## config.mk

```make
export PLATFORM = sky130hd
export DESIGN_NAME = fiws_div
export DESIGN_NICKNAME = d
export VERILOG_FILES = /design/src/hw/rtl/fiws_pkg.sv /design/src/hw/rtl/fiws_div.sv
export SDC_FILE = /design/constraint.sdc
export NUM_CORES = 1
export LEC_CHECK = 0
export ABC_AREA = 1
export BUFFER_PORTS_ARGS = -buffer_cell sky130_fd_sc_hd__buf_2
export CAP_MARGIN = 30
export CORE_MARGIN = 2
export CORE_UTILIZATION = 25
export DETAILED_ROUTE_END_ITERATION = 6
export PLACE_DENSITY = 0.4
export SYNTH_ARGS = -nofsm -noshare
export SYNTH_HDL_FRONTEND = slang
export SYNTH_SLANG_ARGS = --single-unit
export TNS_END_PERCENT = 5
```

## constraint.sdc

```tcl
create_clock -name clk -period 2.35 [get_ports clk]
set_input_delay 0.235 -clock clk [delete_from_list [all_inputs] [get_ports clk]]
set_output_delay 0.235 -clock clk [all_outputs]
set_load 0.03 [all_outputs]
```

## src/hw/rtl/fiws_pkg.sv

```systemverilog
// Shared types and constants for the frame interval window statistics block.
`timescale 1ns / 1ps

package fiws_pkg;

	// Interval saturation width and limit
	localparam int unsigned INTERVAL_BITS = 16;
	localparam logic [31:0] INTERVAL_LIMIT = 32'((64'd1 << INTERVAL_BITS) - 64'd1);

	// Output field widths
	localparam int unsigned RATE_W     = 18;
	localparam int unsigned MEAN_IV_W  = 24;
	localparam int unsigned HELD_OUT_W = 9;
	localparam int unsigned WLEN_W     = 9;

	// Per-frame rate numerator: 1000 frames/s in Q.8
	localparam logic [RATE_W-1:0] RATE_NUM = 18'd256000;

	// Reset value of the window length register
	localparam logic [WLEN_W-1:0] WLEN_RESET = 9'd60;

	// Result bus width, padded to whole bytes
	localparam int unsigned RES_BITS = RATE_W + MEAN_IV_W + 3 * INTERVAL_BITS + HELD_OUT_W;
	localparam int unsigned RES_W    = ((RES_BITS + 7) / 8) * 8;

	// Divider status toward the sequencer
	typedef struct packed {
		logic busy;
		logic done;
	} div_stat_t;

endpackage

```

## src/hw/rtl/fiws_div.sv

```systemverilog
// Radix-2 restoring divider, one quotient bit per cycle.
`timescale 1ns / 1ps

module fiws_div #(
	parameter int unsigned DVD_W = 33,
	parameter int unsigned DVS_W = 16
) (
	input  logic                 clk,
	input  logic                 arst_n,
	input  logic                 start,
	input  logic [DVD_W-1:0]     dividend,
	input  logic [DVS_W-1:0]     divisor,
	output logic [DVD_W-1:0]     quotient,
	output fiws_pkg::div_stat_t  stat
);
	import fiws_pkg::*;

	localparam int unsigned CNT_W = $clog2(DVD_W + 1);

	logic [DVD_W-1:0] quo_q;
	logic [DVS_W-1:0] rem_q;
	logic [DVS_W-1:0] dvs_q;
	logic [CNT_W-1:0] cnt_q;
	logic             busy_q;
	logic             done_q;
	logic [DVS_W:0]   rem_sh;
	logic             fits;
	logic [DVS_W:0]   rem_sub;

	// Shift in the next dividend bit and trial-subtract
	always_comb begin
		rem_sh  = {rem_q, quo_q[DVD_W-1]};
		fits    = rem_sh >= {1'b0, dvs_q};
		rem_sub = rem_sh - {1'b0, dvs_q};
	end

	// Iteration control
	always_ff @(posedge clk or negedge arst_n) begin
		if (!arst_n) begin
			busy_q <= 1'b0;
			done_q <= 1'b0;
			cnt_q  <= '0;
		end else begin
			done_q <= 1'b0;
			if (start) begin
				busy_q <= 1'b1;
				cnt_q  <= CNT_W'(DVD_W);
			end else if (busy_q) begin
				cnt_q <= cnt_q - CNT_W'(1);
				if (cnt_q == CNT_W'(1)) begin
					busy_q <= 1'b0;
					done_q <= 1'b1;
				end
			end
		end
	end

	// Datapath
	always_ff @(posedge clk) begin
		if (start) begin
			quo_q <= dividend;
			rem_q <= '0;
			dvs_q <= divisor;
		end else if (busy_q) begin
			quo_q <= {quo_q[DVD_W-2:0], fits};
			rem_q <= fits ? rem_sub[DVS_W-1:0] : rem_sh[DVS_W-1:0];
		end
	end

	assign quotient  = quo_q;
	assign stat.busy = busy_q;
	assign stat.done = done_q;

endmodule

```

Word level (Yosys, flattened, before mapping)
Cells that the tools add are included.
- $lt $le $gt $ge: 1
- $add $sub $neg: 2
- reduce and logical (&&, ||, !) cells: 1
- eq/ne operators: 1
- multiplexer cells: 11
- operators with widths (cell ; number):
    2-to-1 mux 33 bit ; 2
    >= comparator 17 x 16 -> 1 bit ; 1
    2-to-1 mux 16 bit ; 1
    subtractor 16 bit ; 1
    2-to-1 mux 6 bit ; 2
    equality test 6 x 1 -> 1 bit, second input constant ; 1
    2-to-1 mux 1 bit ; 6
    subtractor 6 x 1 -> 6 bit, second input constant ; 1
    nonzero test 2 bit ; 1
- register bits: 73
- logic and storage cells: 22

Depth between registers and ports, before layout
- depth in word-level cells: 4
- mapped depth: 14

Worst setup path after synthesis
OpenSTA, ideal clock, no wires.
- path type: reg-to-reg
- from: register quo_q[32] (netlist: quotient[32])
- to: register rem_q[8]
- path buffers: 0
- arrival: 1.949 ns
- stages on the path, launching flop included: 12
- setup time: 0.113 ns
- path slack: 0.288 ns
- data required time: 2.237 ns
- path through: edfxtp_1 inv_1 ha_1 inv_1 fa_1 nand3_1 nand3_1 a21oi_1 xor2_1 nand2_1 nand3_1 nand2_1
- longest elaborated chain between the ends: 2
- RTL lines (what ; line ; text):
    from (decl) ; fiws_div.sv:20 ; logic [DVD_W-1:0] quo_q;
    from (signal assigned) ; fiws_div.sv:61 ; quo_q <= dividend;
    from (signal assigned) ; fiws_div.sv:65 ; quo_q <= {quo_q[DVD_W-2:0], fits};
    subtractor 16 bit / >= comparator 17 x 16 -> 1 bit (equally long branches) ; fiws_div.sv:34, fiws_div.sv:33 ;
    2-to-1 mux 16 bit (*) ; fiws_div.sv:66 ; rem_q <= fits ? rem_sub[DVS_W-1:0] : rem_sh[DVS_W-1:0];
    to (signal assigned) ; fiws_div.sv:66 ;
    to (decl) ; fiws_div.sv:21 ; logic [DVS_W-1:0] rem_q;
Mark *: on every way between the ends. The rest lies on a longest branch, timed or not.
A chain may end at the register's enable or synchronous reset.

Worst setup path in the final report
- from: register quo_q[32] (netlist: quotient[32])
- to: register rem_q[14]
Same word-level chain as after synthesis.

==> out/qor.yml <==
hold_path:
  hold_path_class: "input pin to flip-flop"
  hp-start: "divisor[11]"
critical_path:
  r2r_slack_ns: 0.24
  cp.arrival_ns: 2.35
  timing.rr.start: "quotient[32]"
  reg2reg_to: "rem_q[14]"
  path_max_fanout: 4
  cp-startpoint: "quotient[32]"
  crit_buf_inv: 2
  endpoint: "rem_q[14]"
  path_cells: "inv_1, ha_1, inv_1, fa_1, nand3_1, nand3_1, nand2_1, nand2_1, nand2_1, nand2_1, nand2_1, nand3_2, nand2_1, nand2_1"
  cpLargestDelayFamily: "simple AND/OR/NAND/NOR gates"
  path_depth: 14
  r2r_cells: 14
  crit_path_max_incr_delay_ns: 0.44
  path_common_cell: "nand2_1"
  start_kind: "flip-flop"
  critPathCaptureType: "flip-flop"
  cp_slowest_cell: "fa_1"
  critical_path_class: "flip-flop to flip-flop"
  worstPathRequired_ns: 2.59
synth:
  ys_ff_latch: 73
  synthFlopType: "edfxtp_1"
  yosys-mux-area-fraction_pct: 0
  synthDistinctLibCells: 36
  synthArstFlopShare_pct: 10.96
  synthesis.nets: 590
  synth_compound_area_share_pct: 4.075
  synth-simple-area-share_pct: 31.81
  avgSynthCellArea_um2: 7.987
  yosys.area_share.adder_pct: 5.916
  synth_top_family_by_area: "simple AND/OR/NAND/NOR gates"
  seq_area_frac_synth_pct: 48.05
  syn_area_mm2: 0.004145
  synthXorXnorAreaFrac_pct: 1.479
  synth-warning-count: 0
  synth_cells: 519
  synth_edf_count: 49
cts:
  root_buffer: "clkbuf_16"
  cts.hold.buffers_added: 1
  cts.sinks: 73
  cts_buffers: 9
  post_cts_buffers: 0
  clk_pin_slew_ns: 0.06
  cts_tree: "done"
  clockBufferDepth: 2
  clkLatencyLatePin_ns: 0.34
  ctsResizeCount: 0
  cts_max_level: 3
floorplan:
  die_width_um: 132.8
  core_mm2: 0.01641
  io_pins: 87
  die_h_um: 132.8
  die_area_mm2: 0.01763
  num_rows: 47
  start_util_pct: 25.27
sta:
  finalMaxSlewViolations: 0
  finClkSkew_ns: 0.006168
  worst_pin_slew_ns: 0.3261
  timing.slew.headroom_pct: 78.26
  hold_violations: 0
  final.period_utilization_pct: 89.84
  period_minus_slack_ns: 2.111
  rsz0062_at_grt: "false"
  fin_setup_tns_ns: 0
  setup_viol: 0
  timing.fmax_mhz: 473.6
placement:
  post-dp-hpwl_um: 7942
  io_buffers: 86
  place.gp.congestion: 0.7925
power:
  peakVddDrop_mv: 0.3531
  power_frac_clock_pct: 24.2
  p_seq_share_pct: 32.1
  pwr_density_cell_mw_per_mm2: 1105
  p_total_w: 0.005674
  p_comb_share_pct: 43.7
  p_leak_nw: 2.660
  intPower_w: 0.003361
  power.switching_w: 0.002314
  switching_share_pct: 40.77
global_routing:
  grt_pass1_wl_um: 18040
  grt_use_total_pct: 13.05
  grt_overflow_total: 0
  antenna_found_initial: 0
  grt_max_degree: 32
  grt_pass1_vias: 3623
routing:
  routed_wl_um: 10750
  dr.pass1.iters: 4
  drt_iter0_markers: 142
  vias: 3476
  wl_per_cell_um: 12.86
  via_per_inst: 4.158
  drc: 0
  postRouteAntennaNets: 0
cells_and_area:
  multi_input_area_mm2: 0.001794
  diodes: 0
  seqCellArea_mm2: 0.001992
  synthToLayoutAreaGrowth_pct: 23.91
  nets: 683
  layout-drive-gt1-share_pct: 21.43
  nFillCells: 1771
flow_run:
  maxCapViolations: 0
run_status:
  status: "complete, no violations"
[area by class of cell]
cell class	count	area share, %
clock buffer	9	4.385
sequential	73	38.78
clock inverter	6	1.145
tap	220	5.359
inverter	72	5.262
timing repair buffer	96	10.13
multi-input combinational	360	34.93
[metal layers]
metal  GRT usage, %  up-vias  part of all wire (%)
li1               -     1833                     -
met1          15.54     1544                    45
met2          21.79       89                    47
met3          5.096       10                   6.9
met4          3.883        0                   1.2
met5              0        -                     0
[sequential cells by signal, summed over array words and instances, names as in the netlist]
register,flops
quotient,33
dvs_q,16
rem_q,16
cnt_q,6
busy_q,1
done_q,1
[logic make-up (layout without fill, tap and decap cells)]
group | Yosys count | count (layout)
simple gates | 304 | 304
compound gates | 30 | 30
buf+inv | 86 | 183
xor+xnor | 7 | 7
flops | 73 | 73
fa+ha+maj | 19 | 19
[layout by cell type (no fill, tap or decap), drive strengths merged]
cell type / netlist / layout
or2: 1 / 1
dfrtp: 8 / 8
dfxtp: 16 / 16
dlygate4sd3: 0 / 1
xnor2: 5 / 5
a21o: 1 / 1
nand2: 222 / 222
bufinv: 0 / 1
nand3b: 9 / 9
o21a: 1 / 1
nand4: 4 / 4
o21ai: 12 / 12
nand3: 41 / 41
ha: 18 / 18
clkinv: 0 / 4
clkbuf: 6 / 9
nor2: 21 / 21
o22ai: 1 / 1
buf: 8 / 95
a21oi: 14 / 14
a31oi: 1 / 1
fa: 1 / 1
edfxtp: 49 / 49
xor2: 2 / 2
nor3: 6 / 6
inv: 72 / 73
[synthesized netlist by cell type, types with 2 or more instances]
| master | n | area (um2) |
|---|---|---|
| a21oi_1 | 12 | 60.06 |
| nand2_1 | 213 | 799.5 |
| buf_4 | 2 | 15.01 |
| clkbuf_1 | 6 | 22.52 |
| edfxtp_1 | 49 | 1471 |
| nand2_2 | 7 | 43.79 |
| nand2_4 | 2 | 22.52 |
| nor3_1 | 6 | 30.03 |
| buf_6 | 2 | 22.52 |
| inv_1 | 69 | 259.0 |
| nor2_1 | 17 | 63.81 |
| nand3_1 | 36 | 180.2 |
| dfrtp_1 | 8 | 200.2 |
| nand3_2 | 5 | 50.05 |
| nor2_2 | 3 | 18.77 |
| xnor2_1 | 5 | 43.79 |
| buf_2 | 2 | 10.01 |
| nand3b_1 | 9 | 67.56 |
| ha_1 | 18 | 225.2 |
| nand4_1 | 4 | 25.02 |
| dfxtp_1 | 16 | 320.3 |
| inv_2 | 3 | 11.26 |
| a21oi_2 | 2 | 17.52 |
| o21ai_0 | 10 | 50.05 |
| xor2_1 | 2 | 17.52 |
[power by group through the flow]
stage | clock (W) | sequential, W | combinational (W)
floorplan | 0 | 0.00198 | 0.00176
global placement | 0 | 0.00185 | 0.00252
detailed placement | 0 | 0.00184 | 0.00251
CTS | 0.00143 | 0.00182 | 0.00252
global route | 0.00147 | 0.00186 | 0.00283
finish | 0.00137 | 0.00182 | 0.00248
[stage by stage]
| stage | std cells | worst slack, ns | util (%) | area [um2] | hold WS, ns |
|---|---|---|---|---|---|
| floorplan | 519 | 0.2883 | - | 4145 | -0.06059 |
| global placement | 820 | 0.2757 | 29.51 | 4842 | 0.09896 |
| detailed placement | 820 | 0.2373 | 29.51 | 4842 | 0.09801 |
| CTS | 836 | 0.2269 | 31.30 | 5136 | 0.04607 |
| global route | 836 | 0.02876 | 31.30 | 5136 | 0.04901 |
| finish | 836 | 0.2386 | 31.30 | 5136 | 0.06494 |
[worst min-delay path by stage]
stage / endpoint / slack (ns) / depth (start not counted)
after floorplan: busy_q / -0.06 / 0
after CTS: dvs_q[7] / 0.05 / 1
after global routing: dvs_q[7] / 0.05 / 1
final: dvs_q[11] / 0.06 / 1
after global placement: cnt_q[5] / 0.1 / 1
after detailed placement: cnt_q[0] / 0.1 / 1
[worst reg2reg max path, delay by kind of cell (launching register included)]
family / cells / cell delay, ns
and+or+nand+nor: 10 / 0.86
adders and majority gates: 2 / 0.59
DFF: 1 / 0.37
buffers and inverters: 2 / 0.19
No activity file was read; power rests on OpenSTA's default activity.
